[src/design/pms_pkg.sv]
// Shared types, constants and state encoding for the pointer motion scaler.
`timescale 1ns / 1ps

package pms_pkg;

	localparam int COORD_BITS_DEFAULT = 12;
	localparam int COUNT_BITS         = 16;
	localparam int FIELD_COORD_BITS   = 12;
	localparam int DIV_BITS           = 3;
	localparam int THRESH_BITS        = 15;
	localparam int FRAC_BITS          = 5;
	localparam int CFG_DATA_BITS      = 15;
	localparam int CFG_INDEX_BITS     = 3;

	localparam logic [DIV_BITS-1:0]    DIV_MAX      = 3'd6;
	localparam logic [DIV_BITS-1:0]    DIV_RESET    = 3'd4;
	localparam logic [THRESH_BITS-1:0] THRESH_RESET = 15'd10;

	localparam logic KIND_MOTION = 1'b0;
	localparam logic KIND_SET    = 1'b1;

	typedef enum logic [CFG_INDEX_BITS-1:0] {
		REG_DIVISOR      = 3'd0,
		REG_THRESHOLD    = 3'd1,
		REG_RANGE_LEFT   = 3'd2,
		REG_RANGE_RIGHT  = 3'd3,
		REG_RANGE_TOP    = 3'd4,
		REG_RANGE_BOTTOM = 3'd5
	} pms_reg_t;

	typedef enum logic [3:0] {
		S_IDLE,
		S_LOAD,
		S_DIV,
		S_SIGN,
		S_CARRY,
		S_SCALE,
		S_ADD,
		S_CLAMP_LO,
		S_CLAMP_HI,
		S_DONE
	} pms_state_t;

	typedef struct packed {
		logic                         kind;
		logic signed [COUNT_BITS-1:0] move_x;
		logic signed [COUNT_BITS-1:0] move_y;
		logic [1:0]                   button_bits;
		logic [FIELD_COORD_BITS-1:0]  new_x;
		logic [FIELD_COORD_BITS-1:0]  new_y;
	} pms_in_t;

	typedef struct packed {
		logic [FIELD_COORD_BITS-1:0] col;
		logic [FIELD_COORD_BITS-1:0] row;
		logic                        left_pressed;
		logic                        right_pressed;
	} pms_out_t;

endpackage

[src/design/pointer_motion_scaler.sv]
// Pointer motion scaler: divides, accumulates, doubles and clamps mouse motion per axis.
`timescale 1ns / 1ps
// Sequence: a motion transfer runs both axes in turn through the sequencer steps, with
// a bit-serial divide on each axis that is skipped when the divisor is zero.
// A set-position transfer goes straight from idle to the final step that loads its result.
// Flow: one item at a time; the next transfer is taken only once the result is loaded and
// the sequencer is back in idle, and a result still unclaimed by the receiver holds it.
// Reset: arst_n clears position, accumulators and handshake state and loads register defaults.

module pointer_motion_scaler #(
	parameter int COORD_BITS = pms_pkg::COORD_BITS_DEFAULT
) (
	input  logic                                clk,
	input  logic                                arst_n,
	input  logic                                in_valid,
	output logic                                in_ready,
	input  pms_pkg::pms_in_t                    in_data,
	output logic                                out_valid,
	input  logic                                out_ready,
	output pms_pkg::pms_out_t                   out_data,
	input  logic                                wr_en,
	input  logic [pms_pkg::CFG_INDEX_BITS-1:0]  wr_index,
	input  logic [pms_pkg::CFG_DATA_BITS-1:0]   wr_data
);

	import pms_pkg::*;

	// The move needs 17 bits signed after the carry and 18 after doubling; one spare bit.
	localparam int MV_BITS = COUNT_BITS + 3;
	// The position sum must hold the unsigned position plus the signed move.
	localparam int P_BITS  = (MV_BITS > COORD_BITS + 1 ? MV_BITS : COORD_BITS + 1) + 1;
	localparam int SUM_BITS = FRAC_BITS + 1;

	// Configuration registers.
	logic [DIV_BITS-1:0]         div_q;
	logic [THRESH_BITS-1:0]      thr_q;
	logic [FIELD_COORD_BITS-1:0] left_q, right_q, top_q, bottom_q;

	// Architectural state.
	logic [COORD_BITS-1:0]       pos_x_q, pos_y_q;
	logic signed [FRAC_BITS-1:0] frac_x_q, frac_y_q;

	// Sequencer and working registers shared by both axes.
	pms_state_t                  state_q, state_d;
	pms_in_t                     item_q;
	logic                        axis_q;     // 0 horizontal, 1 vertical
	logic                        neg_q;
	logic [COUNT_BITS-1:0]       mag_q;      // dividend, then quotient shifted in
	logic [DIV_BITS-1:0]         rem_q;
	logic [3:0]                  cnt_q;
	logic signed [MV_BITS-1:0]   mv_q;
	logic signed [SUM_BITS-1:0]  sum_q;
	logic signed [P_BITS-1:0]    p_q;
	logic                        out_valid_q;
	pms_out_t                    out_q;
	logic                        load_out;

	// Per-axis selections.
	logic signed [COUNT_BITS-1:0]  count_sel;
	logic signed [FRAC_BITS-1:0]   frac_sel;
	logic [COORD_BITS-1:0]         pos_sel;
	logic [FIELD_COORD_BITS-1:0]   lo_sel, hi_sel;

	assign count_sel = axis_q ? item_q.move_y : item_q.move_x;
	assign frac_sel  = axis_q ? frac_y_q : frac_x_q;
	assign pos_sel   = axis_q ? pos_y_q : pos_x_q;
	assign lo_sel    = axis_q ? top_q : left_q;
	assign hi_sel    = axis_q ? bottom_q : right_q;

	// The divide step: shift one dividend bit into the partial remainder and
	// subtract the divisor when it fits.
	logic [DIV_BITS:0]   trial;
	logic                fits;
	logic [DIV_BITS:0]   trial_diff;

	assign trial      = {rem_q, mag_q[COUNT_BITS-1]};
	assign fits       = trial >= {1'b0, div_q};
	assign trial_diff = trial - {1'b0, div_q};

	// Operands of the later steps.
	logic signed [SUM_BITS-1:0] rem_signed;
	logic signed [SUM_BITS-1:0] div_signed;
	logic signed [MV_BITS-1:0]  mag_ext;
	logic signed [MV_BITS-1:0]  mv_abs;
	logic signed [MV_BITS-1:0]  thr_ext;
	logic signed [P_BITS-1:0]   lo_ext, hi_ext;
	logic signed [SUM_BITS-1:0] sum_less, sum_more;

	assign rem_signed = neg_q ? -$signed({{(SUM_BITS-DIV_BITS){1'b0}}, rem_q})
	                          :  $signed({{(SUM_BITS-DIV_BITS){1'b0}}, rem_q});
	assign div_signed = $signed({{(SUM_BITS-DIV_BITS){1'b0}}, div_q});
	assign mag_ext    = $signed({{(MV_BITS-COUNT_BITS){1'b0}}, mag_q});
	assign mv_abs     = mv_q[MV_BITS-1] ? -mv_q : mv_q;
	assign thr_ext    = $signed({{(MV_BITS-THRESH_BITS){1'b0}}, thr_q});
	assign lo_ext     = $signed({{(P_BITS-FIELD_COORD_BITS){1'b0}}, lo_sel});
	assign hi_ext     = $signed({{(P_BITS-FIELD_COORD_BITS){1'b0}}, hi_sel});
	assign sum_less   = sum_q - div_signed;
	assign sum_more   = sum_q + div_signed;

	assign in_ready  = (state_q == S_IDLE);
	assign out_valid = out_valid_q;
	assign out_data  = out_q;

	// Configuration writes. A divisor above the largest supported value saturates.
	always_ff @(posedge clk or negedge arst_n) begin
		if (!arst_n) begin
			div_q    <= DIV_RESET;
			thr_q    <= THRESH_RESET;
			left_q   <= '0;
			right_q  <= '0;
			top_q    <= '0;
			bottom_q <= '0;
		end else if (wr_en) begin
			unique case (wr_index)
				REG_DIVISOR:      div_q    <= (wr_data[DIV_BITS-1:0] > DIV_MAX) ? DIV_MAX
				                                                             : wr_data[DIV_BITS-1:0];
				REG_THRESHOLD:    thr_q    <= wr_data[THRESH_BITS-1:0];
				REG_RANGE_LEFT:   left_q   <= wr_data[FIELD_COORD_BITS-1:0];
				REG_RANGE_RIGHT:  right_q  <= wr_data[FIELD_COORD_BITS-1:0];
				REG_RANGE_TOP:    top_q    <= wr_data[FIELD_COORD_BITS-1:0];
				REG_RANGE_BOTTOM: bottom_q <= wr_data[FIELD_COORD_BITS-1:0];
				default: ;
			endcase
		end
	end

	// State register.
	always_ff @(posedge clk or negedge arst_n) begin
		if (!arst_n) begin
			state_q <= S_IDLE;
		end else begin
			state_q <= state_d;
		end
	end

	// Next state. Each axis runs load, divide, sign, carry, scale, add and two clamp
	// steps; the divide is skipped when the divisor is zero.
	always_comb begin
		state_d  = state_q;
		load_out = 1'b0;
		unique case (state_q)
			S_IDLE: begin
				if (in_valid) begin
					state_d = (in_data.kind == KIND_SET) ? S_DONE : S_LOAD;
				end
			end
			S_LOAD:     state_d = (div_q == '0) ? S_SIGN : S_DIV;
			S_DIV: begin
				if (cnt_q == '0) begin
					state_d = S_SIGN;
				end
			end
			S_SIGN:     state_d = S_CARRY;
			S_CARRY:    state_d = S_SCALE;
			S_SCALE:    state_d = S_ADD;
			S_ADD:      state_d = S_CLAMP_LO;
			S_CLAMP_LO: state_d = S_CLAMP_HI;
			S_CLAMP_HI: state_d = axis_q ? S_DONE : S_LOAD;
			S_DONE: begin
				// The result waits here only while the previous one is still unclaimed.
				if (!out_valid_q || out_ready) begin
					load_out = 1'b1;
					state_d  = S_IDLE;
				end
			end
			default:    state_d = S_IDLE;
		endcase
	end

	// Position, accumulators and axis select, all cleared by reset.
	always_ff @(posedge clk or negedge arst_n) begin
		if (!arst_n) begin
			pos_x_q  <= '0;
			pos_y_q  <= '0;
			frac_x_q <= '0;
			frac_y_q <= '0;
			axis_q   <= 1'b0;
		end else begin
			unique case (state_q)
				S_IDLE: begin
					axis_q <= 1'b0;
					if (in_valid && in_data.kind == KIND_SET) begin
						pos_x_q <= COORD_BITS'(in_data.new_x);
						pos_y_q <= COORD_BITS'(in_data.new_y);
					end
				end
				S_CARRY: begin
					// Carry one unit out of the accumulator once it passes the divisor.
					if (sum_q > div_signed) begin
						if (axis_q) frac_y_q <= sum_less[FRAC_BITS-1:0];
						else        frac_x_q <= sum_less[FRAC_BITS-1:0];
					end else if (sum_q < -div_signed) begin
						if (axis_q) frac_y_q <= sum_more[FRAC_BITS-1:0];
						else        frac_x_q <= sum_more[FRAC_BITS-1:0];
					end else begin
						if (axis_q) frac_y_q <= sum_q[FRAC_BITS-1:0];
						else        frac_x_q <= sum_q[FRAC_BITS-1:0];
					end
				end
				S_CLAMP_HI: begin
					// After the low clamp, the high bound wins.
					if (axis_q) begin
						pos_y_q <= (p_q > hi_ext) ? COORD_BITS'(hi_sel) : p_q[COORD_BITS-1:0];
					end else begin
						pos_x_q <= (p_q > hi_ext) ? COORD_BITS'(hi_sel) : p_q[COORD_BITS-1:0];
					end
					axis_q <= 1'b1;
				end
				default: ;
			endcase
		end
	end

	// Working registers of the shared arithmetic path; no reset needed.
	always_ff @(posedge clk) begin
		unique case (state_q)
			S_IDLE: begin
				if (in_valid) begin
					item_q <= in_data;
				end
			end
			S_LOAD: begin
				neg_q <= count_sel[COUNT_BITS-1];
				mag_q <= count_sel[COUNT_BITS-1] ? COUNT_BITS'(-count_sel)
				                                 : COUNT_BITS'(count_sel);
				rem_q <= '0;
				cnt_q <= 4'(COUNT_BITS - 1);
			end
			S_DIV: begin
				rem_q <= fits ? trial_diff[DIV_BITS-1:0] : trial[DIV_BITS-1:0];
				mag_q <= {mag_q[COUNT_BITS-2:0], fits};
				cnt_q <= cnt_q - 4'd1;
			end
			S_SIGN: begin
				// Truncating division: quotient and remainder both take the count's sign.
				mv_q  <= neg_q ? -mag_ext : mag_ext;
				sum_q <= $signed({frac_sel[FRAC_BITS-1], frac_sel}) + rem_signed;
			end
			S_CARRY: begin
				if (sum_q > div_signed) begin
					mv_q <= mv_q + MV_BITS'(1);
				end else if (sum_q < -div_signed) begin
					mv_q <= mv_q - MV_BITS'(1);
				end
			end
			S_SCALE: begin
				if (mv_abs > thr_ext) begin
					mv_q <= mv_q <<< 1;
				end
			end
			S_ADD: begin
				p_q <= P_BITS'(mv_q) + $signed({{(P_BITS-COORD_BITS){1'b0}}, pos_sel});
			end
			S_CLAMP_LO: begin
				if (p_q < lo_ext) begin
					p_q <= lo_ext;
				end
			end
			default: ;
		endcase
	end

	// Output register: holds a finished result until the transfer completes.
	logic [15:0] col_wide, row_wide;

	assign col_wide = 16'(pos_x_q);
	assign row_wide = 16'(pos_y_q);

	always_ff @(posedge clk or negedge arst_n) begin
		if (!arst_n) begin
			out_valid_q <= 1'b0;
		end else if (load_out) begin
			out_valid_q <= 1'b1;
		end else if (out_ready) begin
			out_valid_q <= 1'b0;
		end
	end

	always_ff @(posedge clk) begin
		if (load_out) begin
			out_q.col           <= col_wide[FIELD_COORD_BITS-1:0];
			out_q.row           <= row_wide[FIELD_COORD_BITS-1:0];
			out_q.left_pressed  <= item_q.button_bits[0];
			out_q.right_pressed <= item_q.button_bits[1];
		end
	end

	// The accumulators never leave the band that the carry step keeps them in.
	a_frac_band: assert property (@(posedge clk) disable iff (!arst_n)
		($signed(frac_x_q) >= -11) && ($signed(frac_x_q) <= 11) &&
		($signed(frac_y_q) >= -11) && ($signed(frac_y_q) <= 11))
		else $error("remainder accumulator outside its band");

	// A set-position transfer loads the position directly and heads for the result.
	a_set_pos: assert property (@(posedge clk) disable iff (!arst_n)
		(in_valid && in_ready && in_data.kind == KIND_SET) |=>
		(state_q == S_DONE) && (pos_x_q == COORD_BITS'($past(in_data.new_x))) &&
		(pos_y_q == COORD_BITS'($past(in_data.new_y))))
		else $error("set position not loaded");

	// A new result appears only out of the final sequencer step.
	a_out_source: assert property (@(posedge clk) disable iff (!arst_n)
		$rose(out_valid_q) |-> ($past(state_q) == S_DONE))
		else $error("result loaded outside the final step");

endmodule

[config.mk]
export PLATFORM = sky130hd
export DESIGN_NAME = pointer_motion_scaler
export DESIGN_NICKNAME = d
export VERILOG_FILES = /design/src/design/pms_pkg.sv /design/src/design/pointer_motion_scaler.sv
export SDC_FILE = /design/constraint.sdc
export NUM_CORES = 1
export LEC_CHECK = 0
export ABC_CLOCK_PERIOD_IN_PS = 5300
export BUFFER_PORTS_ARGS = -buffer_cell sky130_fd_sc_hd__buf_4
export CAP_MARGIN = 20
export CORE_ASPECT_RATIO = 0.9
export CORE_MARGIN = 2
export CORE_UTILIZATION = 30
export CTS_BUF_LIST = sky130_fd_sc_hd__clkbuf_4
export CTS_CLUSTER_SIZE = 24
export DETAILED_ROUTE_END_ITERATION = 8
export PLACE_DENSITY = 0.53
export SYNTH_ARGS = -nofsm -noshare
export SYNTH_HDL_FRONTEND = slang
export SYNTH_SLANG_ARGS = --single-unit
[constraint.sdc]
create_clock -name clk -period 5.3 [get_ports clk]
set_input_delay 0.265 -clock clk [delete_from_list [all_inputs] [get_ports clk]]
set_output_delay 0.265 -clock clk [all_outputs]
set_load 0.1 [all_outputs]
==> flow_summary.json, run 1 <==
{
  "drv_cap": 0,
  "max_freq_mhz": 228,
  "syn_area_um2": 13900,
  "ys_async_sr_fraction_pct": 45.1,
  "cts_made_buffers": 66,
  "place_hpwl_mm": 26.8,
  "min_path_type": "in2reg",
  "n_fill_cell": 4575,
  "finalCriticalPeriod_ns": 4.38,
  "dieHeight_um": 208,
  "place_area_um2": 15400,
  "drcViolationCount": 0,
  "dpl_worst_slack_ns": 1.03,
  "finalSetupViolCount": 0,
  "tns_ns": 0,
  "synth_cell_types": 74,
  "fin_nets": 1719,
  "num_rows": 74,
  "final_cell_mix": "nand2_1, edfxtp_1, o21ai_0, buf_4, dfrtp_1",
  "critPathCaptureType": "flip-flop",
  "finalCritPeriodShare_pct": 82.7,
  "power_mw": 11.0,
  "path_class": "reg2reg",
  "drive_gt1_share_pct": 20.4,
  "htreeDepth": 3,
  "via_per_inst": 4.91,
  "antenna_found_initial": 1,
  "avgSynthCellArea_um2": 10.6,
  "clock_skew_ns": 0.0420,
  "core_area_um2": 45600,
  "grt_remaining_overflow": 0,
  "grt_max_degree": 57,
  "synth_edf_count": 129,
  "fin_ws_ns": 0.916,
  "vdd_drop_max_uv": 253,
  "gp_congestion": 0.870,
  "final_max_slew_viol_count": 0,
  "final_antenna_net_count": 0,
  "routedWlPerCell_um": 16.6,
  "grt_pass1_wl_mm": 58.2,
  "crit_fanout": 25,
  "maxSlewHeadroom_pct": 37.6,
  "cts-root-buf": "clkbuf_4",
  "ios": 110,
  "fin_area_um2": 17100,
  "die_w_um": 231,
  "wirelength_mm": 36.4,
  "clk-insertion-delay-late_ns": 0.75,
  "final_core_util_pct": 37.6,
  "crit_required_ns": 5.77,
  "syn_to_final_growth_pct": 23.3,
  "leakage_nw": 7.04,
  "grt_pass1_vias": 10800,
  "tightest_slew_ns": 0.934,
  "cts.sinks": 235,
  "drt_iter0_drc": 555,
  "track_usage_pct": 15.2,
  "synth.yosys.seq_area_share_pct": 47.1,
  "hold_violations": 0,
  "postSynthCellCount": 1311,
  "clockBufferDepth": 3,
  "yosysWarnings": 0,
  "vias": 10800,
  "synth_ff_type": "edfxtp_1",
  "status": "completed",
  "power.density_nw_per_um2": 644,
  "initial_utilization_pct": 30.5,
  "arrival_ns": 4.86,
  "cts_tree": "yes",
  "port_buffers": 109,
  "rsz0062_at_grt": "no",
  "yosys_register_bits": 235,
  "final_common_cell": "nand2_1",
  "firstDrtPassIters": 5,
  "cp-start-kind": "flip-flop",
  "die-area_um2": 48000,
  "clk_pin_slew_worst_paths_ns": 0.07,
  "syn_nets": 1494
}
==> state kept, by name, summed over array words and instances (netlist names), 4 cells and up <==
signal,count
top_q,12
mv_q,19
state_q,4
frac_y_q,5
right_q,12
frac_x_q,5
thr_q,15
bottom_q,12
pos_x_q,12
mag_q,16
item_q,34
cnt_q,4
left_q,12
out_data,26
p_q,20
pos_y_q,12
sum_q,6
==> path summary, 6_finish.rpt <==
check                            start           to  slack (ns)  cells past startpoint
max reg2reg                   div_q[0]     mv_q[16]        0.92                     14
max                           div_q[0]     mv_q[16]        0.92                     14
min                        wr_index[2]     top_q[1]        0.06                      4
max in group asynchronous       arst_n       axis_q        3.89                      3
min in group asynchronous       arst_n  bottom_q[7]        0.13                      2
min reg2reg                 item_q[25]  out_data[0]        0.42                      0
==> where the power goes <==
part | switching [mW] | internal [mW] | leakage [nW]
combinational | 3.30 | 2.48 | 4.09
sequential | 0.681 | 2.81 | 2.44
clock | 0.796 | 0.943 | 0.502
==> metrics by stage <==
stage | instances | hold slack, ns
after floorplan | 1311 | -0.0306
after global routing | 2189 | 0.0186
after global placement | 1991 | 0.372
after detailed placement | 1992 | 0.380
after CTS | 2184 | 0.0711
final | 2189 | 0.0587
==> synthesized netlist by cell type (all sizes together), types with 3 or more instances <==
cell    number  share of area (%)
o21ai      134                4.9
nand2      130                3.5
edfxtp     129                 28
dfrtp      103                 19
ha          95                8.6
inv         74                2.0
mux2        73                6.0
nor2        57                1.6
a21oi       55                2.0
xnor2       53                3.3
mux2i       44                3.2
clkbuf      42                1.1
nand3       31                1.2
nor3        28                1.0
xor2        23                1.5
a21o        22                1.2
o221ai      17                1.1
nand2b      16               0.72
o21a        15               0.81
or3         15               0.68
nor2b       14               0.63
buf         10               0.32
a31oi        9               0.45
o31ai        8               0.43
a211oi       7               0.38
nand4        7               0.32
a22oi        6               0.32
fa           6               0.87
nor4         6               0.27
o41ai        6               0.38
or4          6               0.41
and3         5               0.23
nor3b        5               0.27
o22ai        5               0.23
o211ai       4               0.22
or2          4               0.18
a221o        3               0.23
dfstp        3               0.57
o311a        3               0.22
o311ai       3               0.19
o31a         3               0.19
==> routing by layer <==
metal	wire length (µm)	track usage, %
met1	16600	19.8
met2	17500	25.6
met3	1420	2.88
met4	816	4.76
met5	0	0
==> critical path, cell delays in order, from the launching register on <==
cell      delay (ns)
dfrtp_1         0.44
ha_1            0.27
fa_1            0.42
nor2b_1         0.15
o21ai_0         0.09
a21oi_1         0.30
inv_2           0.30
fa_1            0.51
a211oi_1        0.25
nor2_1          0.09
o31a_1          0.31
a21o_1          0.24
o41ai_1         0.34
xnor2_1         0.12
a221o_1         0.29
==> cell type report <==
cell class	instances	area [µm²]	share of cell area [%]
sequential	235	6530	38.2
timing repair buffer	209	1790	10.5
inverter	75	282	1.65
clock buffer	91	683	3.99
clock inverter	21	176	1.03
antenna	1	2.50	0.0146
tap	608	761	4.45
multi-input combinational	949	6880	40.2
==> kinds of logic (layout without fill, tap and decap cells) <==
group / count (synthesis) / after routing / share of synthesized area (%)
AO/OA/AOI/OAI: 319 / 319 / 14.4
buffers and inverters: 127 / 396 / 3.49
adder cells (fa/ha/maj): 101 / 101 / 9.43
XOR/XNOR: 76 / 76 / 4.80
multiplexers: 117 / 117 / 9.13
other: 0 / 1 / 0
flip-flops: 235 / 235 / 47.1
AND/OR/NAND/NOR: 336 / 336 / 11.7
==> repair_timing <==
item | in CTS | in global routing
hold buffers | 80 | 0
hold endpoints to repair | 181 | 0
gates resized for setup | 0 | 0
setup buffers | 0 | 0
Power figures use the tool's default switching activity.
==> run 2, diff against run 1 <==
--- a/config.mk
+++ b/config.mk
@@ -5,7 +5,7 @@
 export SDC_FILE = /design/constraint.sdc
 export NUM_CORES = 1
 export LEC_CHECK = 0
-export ABC_CLOCK_PERIOD_IN_PS = 5300
+export ABC_CLOCK_PERIOD_IN_PS = 3700
 export BUFFER_PORTS_ARGS = -buffer_cell sky130_fd_sc_hd__buf_4
 export CAP_MARGIN = 20
 export CORE_ASPECT_RATIO = 0.9
@@ -14,7 +14,7 @@
 export CTS_BUF_LIST = sky130_fd_sc_hd__clkbuf_4
 export CTS_CLUSTER_SIZE = 24
 export DETAILED_ROUTE_END_ITERATION = 8
-export PLACE_DENSITY = 0.53
+export PLACE_DENSITY = 0.54
 export SYNTH_ARGS = -nofsm -noshare
 export SYNTH_HDL_FRONTEND = slang
 export SYNTH_SLANG_ARGS = --single-unit
==> constraint.sdc (replaced) <==
create_clock -name clk -period 3.7 [get_ports clk]
set_input_delay 0.185 -clock clk [delete_from_list [all_inputs] [get_ports clk]]
set_output_delay 0.185 -clock clk [all_outputs]
set_load 0.1 [all_outputs]
==> run 2 against run 1 <==
Net effect:
- the run now ends with setup timing left
- fmax up 15%
- sequential share of layout area shrank 1.5 points
- sequential cell count unchanged
- non-clock buffer count rose by 65
- largest power group unchanged
==> flow_summary.json, run 2 (synthesis results as in run 1) <==
{
  "n_fill_cell": 4502,
  "crit_buf_inv": 1,
  "crit_fanout": 5,
  "crit_required_ns": 4.15,
  "finalCriticalPeriod_ns": 3.81,
  "ios": 110,
  "gp_congestion": 0.861,
  "drv_cap": 0,
  "tns_ns": -1.67,
  "cts.sinks": 235,
  "track_usage_pct": 15.9,
  "vdd_drop_max_uv": 347,
  "grt_pass1_vias": 11200,
  "grt_remaining_overflow": 0,
  "num_rows": 74,
  "fin_nets": 1778,
  "clock_skew_ns": 0.0395,
  "clk_pin_slew_worst_paths_ns": 0.07,
  "final_antenna_net_count": 0,
  "hold_violations": 0,
  "route.met2.wl_mm": 18.8,
  "maxSlewHeadroom_pct": 35.8,
  "cts_tree": "yes",
  "final_common_cell": "buf_4",
  "p_clk_share_pct": 14.3,
  "via_per_inst": 4.86,
  "worstPathCellList": "or4_4 -> or4_4 -> nor2_4 -> nand2_2 -> o31ai_2 -> xnor2_1 -> ha_1 -> nand4_1 -> nor3_2 -> o221ai_1 -> a31oi_1 -> nor3_2 -> a31oi_4 -> clkbuf_16",
  "path_class": "reg2reg",
  "drt_iter0_drc": 686,
  "die-area_um2": 48000,
  "drt-met1-wl_mm": 17.6,
  "seqPwrFrac_pct": 28.6,
  "critPathCaptureType": "flip-flop",
  "place_hpwl_mm": 28.1,
  "vias": 11000,
  "finalSetupViolCount": 19,
  "p_comb_share_pct": 57.2,
  "final_core_util_pct": 39.1,
  "regArea_um2": 6530,
  "dpl_worst_slack_ns": -0.0517,
  "max_stage_delay_ns": 0.56,
  "status": "finished with violations",
  "arrival_ns": 4.27,
  "final_cell_mix": "buf_4, nand2_1, edfxtp_1, o21ai_0, dfrtp_1",
  "clockBufferDepth": 3,
  "max_freq_mhz": 262,
  "largest_reg_flops": 34,
  "power.density_nw_per_um2": 938,
  "firstDrtPassIters": 5,
  "initial_utilization_pct": 30.5,
  "wirelength_mm": 38.5,
  "cts-root-buf": "clkbuf_4",
  "p_sw_mw": 7.22,
  "min_path_type": "in2reg",
  "drcViolationCount": 0,
  "multi_input_area_um2": 7050,
  "grt_max_degree": 63,
  "htreeDepth": 2,
  "top_layer_used": "met4",
  "dieHeight_um": 208,
  "largest_register": "item_q",
  "final_max_slew_viol_count": 0,
  "port_buffers": 109,
  "cp-start-kind": "flip-flop",
  "cts_made_buffers": 60,
  "routedWlPerCell_um": 17.1,
  "clk-insertion-delay-late_ns": 0.75,
  "drive_gt1_share_pct": 24.7,
  "fin_ws_ns": -0.114,
  "grt_pass1_wl_mm": 60.7,
  "die_w_um": 231,
  "power_mw": 16.7,
  "syn_to_final_growth_pct": 28.3,
  "rsz0062_at_grt": "yes",
  "switching_share_pct": 43.3,
  "crit_family": "simple AND/OR/NAND/NOR gates",
  "antenna_cells": 0,
  "worst_path_max_delay_cell": "or4_4",
  "tightest_slew_ns": 0.962,
  "finalCritPeriodShare_pct": 103,
  "leakage_nw": 7.38,
  "intPower_mw": 9.47,
  "core_area_um2": 45600,
  "hold_ws_ns": 0.114,
  "wl_met3_mm": 1.44,
  "violations": "setup timing",
  "antenna_found_initial": 0
}
[run 2: per-stage QoR]
step	instance area (µm²)	cells
floorplan	13900	1311
global placement	15900	2045
detailed placement	15900	2046
CTS	17600	2246
global route	17800	2255
finish	17800	2255
[run 2: worst paths after layout]
kind / from / to / slack, ns / cells after the start
hold / removal: wr_en / top_q[10] / 0.11 / 5
max in group asynchronous: arst_n / thr_q[3] / 2.60 / 4
min in group asynchronous: arst_n / pos_x_q[3] / 0.42 / 3
setup / recovery: mv_q[6] / mv_q[7] / -0.11 / 14
setup reg to reg: mv_q[6] / mv_q[7] / -0.11 / 14
hold reg to reg: item_q[24] / out_data[1] / 0.43 / 0
[run 2: what timing repair did]
item | CTS | global route
hold buffers | 85 | 0
endpoints found under the setup margin | 20 | 47
pin swaps | 6 | 10
gates resized for setup | 10 | 22
buffers inserted | 1 | 6
cloned | 0 | 2
endpoints found under the hold margin | 230 | 0
[run 2: power by group through the flow]
| stage | clock, mW | sequential (mW) | combinational [mW] |
|---|---|---|---|
| after floorplan | 0 | 4.64 | 6.37 |
| final | 2.38 | 4.77 | 9.54 |
| after global routing | 2.60 | 4.88 | 10.6 |
| after global placement | 0 | 4.79 | 8.96 |
| after CTS | 2.46 | 4.77 | 9.28 |
| after detailed placement | 0 | 4.82 | 9.06 |
[run 2: final cells by class]
cell class                 count  area share [%]
inverter                      75            1.60
timing repair buffer         274            13.2
sequential                   235            36.7
multi-input combinational    949            39.6
clock inverter                17           0.534
clock buffer                  97            4.09
tap                          608            4.27
[run 2: routing by layer]
layer,track usage (%),up-vias
met1,20.7,5289
met3,2.81,54
met5,0,-
li1,-,5423
met2,27.3,198
met4,3.89,0
[run 2: worst register-to-register path, stage by stage, from the launching register on]
cell       delay (ns)
edfxtp_1         0.40
or4_4            0.56
or4_4            0.45
nor2_4           0.13
nand2_2          0.07
o31ai_2          0.22
xnor2_1          0.10
ha_1             0.31
nand4_1          0.16
nor3_2           0.16
o221ai_1         0.14
a31oi_1          0.25
nor3_2           0.08
a31oi_4          0.28
clkbuf_16        0.22
==> run 3, diff against run 2 <==
--- a/config.mk
+++ b/config.mk
@@ -11,7 +11,6 @@
 export CORE_ASPECT_RATIO = 0.9
 export CORE_MARGIN = 2
 export CORE_UTILIZATION = 30
-export CTS_BUF_LIST = sky130_fd_sc_hd__clkbuf_4
 export CTS_CLUSTER_SIZE = 24
 export DETAILED_ROUTE_END_ITERATION = 8
 export PLACE_DENSITY = 0.54
==> run 3 against run 2 <==
Net effect:
- the flow now finishes without violations
- sequential power about the same
- fmax grew 3.4%
- critical path depth stayed put
- power up 0.60%
- clock skew shrank 0.024 ns
- global-route usage shrank 0.39 points
- critical endpoint is now mv_q[2]
==> flow_summary.json, run 3 (synthesis results as in run 1) <==
{
  "vdd_drop_max_uv": 357,
  "worst_path_max_delay_cell": "or4_4",
  "antenna_found_initial": 0,
  "crit_family": "simple AND/OR/NAND/NOR gates",
  "path_class": "reg2reg",
  "maxSlewHeadroom_pct": 35.6,
  "cts-root-buf": "clkbuf_16",
  "finalCritPeriodShare_pct": 99.7,
  "drv_cap": 0,
  "ios": 110,
  "n_fill_cell": 4484,
  "power_mw": 16.8,
  "htreeDepth": 1,
  "track_usage_pct": 15.5,
  "finalSetupViolCount": 0,
  "final_max_slew_viol_count": 0,
  "final_antenna_net_count": 0,
  "initial_utilization_pct": 30.5,
  "hold_ws_ns": 0.0130,
  "port_buffers": 109,
  "max_stage_delay_ns": 0.56,
  "clk-insertion-delay-late_ns": 0.57,
  "place_hpwl_mm": 28.1,
  "dieHeight_um": 208,
  "die-area_um2": 48000,
  "crit_required_ns": 3.96,
  "critPathCaptureType": "flip-flop",
  "finalCriticalPeriod_ns": 3.69,
  "multi_input_area_um2": 7040,
  "worstPathCellList": "or4_4 -> or4_4 -> nor2_4 -> nand2_1 -> o21ai_1 -> xnor2_1 -> ha_1 -> nand4_1 -> nor3_2 -> o221ai_1 -> a31oi_1 -> nor3_2 -> a31oi_4 -> buf_12",
  "gp_congestion": 0.861,
  "final_cell_mix": "buf_4, nand2_1, edfxtp_1, o21ai_0, dfrtp_1",
  "fin_ws_ns": 0.0104,
  "die_w_um": 231,
  "power.density_nw_per_um2": 950,
  "cts_tree": "yes",
  "routedWlPerCell_um": 17.2,
  "fin_area_um2": 17700,
  "num_rows": 74,
  "via_per_inst": 4.91,
  "syn_to_final_growth_pct": 27.3,
  "largest_reg_flops": 34,
  "fin_nets": 1730,
  "crit_buf_inv": 1,
  "drive_gt1_share_pct": 21.7,
  "cts.sinks": 235,
  "fin_cells": 2176,
  "drcViolationCount": 0,
  "regArea_um2": 6530,
  "grt_pass1_vias": 10800,
  "cts_made_buffers": 27,
  "final_common_cell": "buf_4",
  "status": "completed",
  "vias": 10700,
  "drt_iter0_drc": 677,
  "largest_register": "item_q",
  "cp-start-kind": "flip-flop",
  "min_path_type": "in2reg",
  "grt_max_degree": 63,
  "hold_violations": 0,
  "dpl_worst_slack_ns": -0.0517,
  "rsz0062_at_grt": "yes",
  "grt_remaining_overflow": 0,
  "grt_pass1_wl_mm": 59.5,
  "clock_skew_ns": 0.0153,
  "crit_fanout": 19,
  "antenna_cells": 0,
  "firstDrtPassIters": 5,
  "place_area_um2": 15900,
  "max_freq_mhz": 271,
  "tightest_slew_ns": 0.965,
  "clk_pin_slew_worst_paths_ns": 0.06,
  "numPlacedInstances": 2046,
  "leakage_nw": 7.23,
  "clockBufferDepth": 3,
  "arrival_ns": 3.95,
  "wirelength_mm": 37.5,
  "core_area_um2": 45600
}
run 3: changes by cell type in the layout (fill, tap and decap cells not counted), moves of 3 or more:
cell           delta
clkbuf_4         -97
clkbuf_16        +27
clkinv_2          +5
dlygate4sd3_1     -9
clkbuf_8          +5
buf_4             -3
clkinv_1         -13
clkbuf_1          +9
run 3: timing repair:
action,in CTS,in global routing
buffers inserted,1,3
setup endpoints to repair,20,47
pin swaps,6,10
endpoints found under the hold margin,171,0
cloned,0,0
gates resized for setup,10,20
hold buffers,75,0
run 3: path summary, 6_finish.rpt:
kind / from / endpoint / slack (ns) / depth (start not counted)
max in group asynchronous: arst_n / thr_q[3] / 2.69 / 3
min reg2reg: item_q[25] / out_data[0] / 0.43 / 0
min in group asynchronous: arst_n / bottom_q[10] / 0.19 / 2
max: mv_q[6] / mv_q[2] / 0.01 / 14
min: wr_index[1] / div_q[2] / 0.01 / 4
max reg2reg: mv_q[6] / mv_q[2] / 0.01 / 14
run 3: layout make-up:
type,instances,share of cell area [%]
sequential,235,37.0
tap,608,4.31
timing repair buffer,259,12.3
clock inverter,8,0.333
multi-input combinational,949,39.9
clock buffer,42,4.55
inverter,75,1.61
run 3: power by group:
group,internal (mW),switching (mW)
clock network,1.50,1.09
logic,4.12,5.31
registers,4.03,0.735
run 3: through the flow:
step	TNS (ns)	utilization, %
2_1_floorplan	0	-
3_3_place_gp	0	34.8
3_5_place_dp	-0.968	34.9
4_1_cts	-0.512	38.5
5_1_grt	-3.62	38.8
6_report	0	38.8
run 3: tightest hold or removal path: stages:
cell and delay (ns):
buf_4 0.11, nor3b_1 0.11, nand2_1 0.09, o21ai_0 0.08
run 3: routing by layer:
layer | track usage [%] | vias up | part of all wire (%)
met5 | 0 | - | 0
met4 | 2.87 | 0 | 1.8
met3 | 2.11 | 45 | 3.3
met2 | 27.1 | 177 | 49
met1 | 20.6 | 5183 | 46
li1 | - | 5288 | -
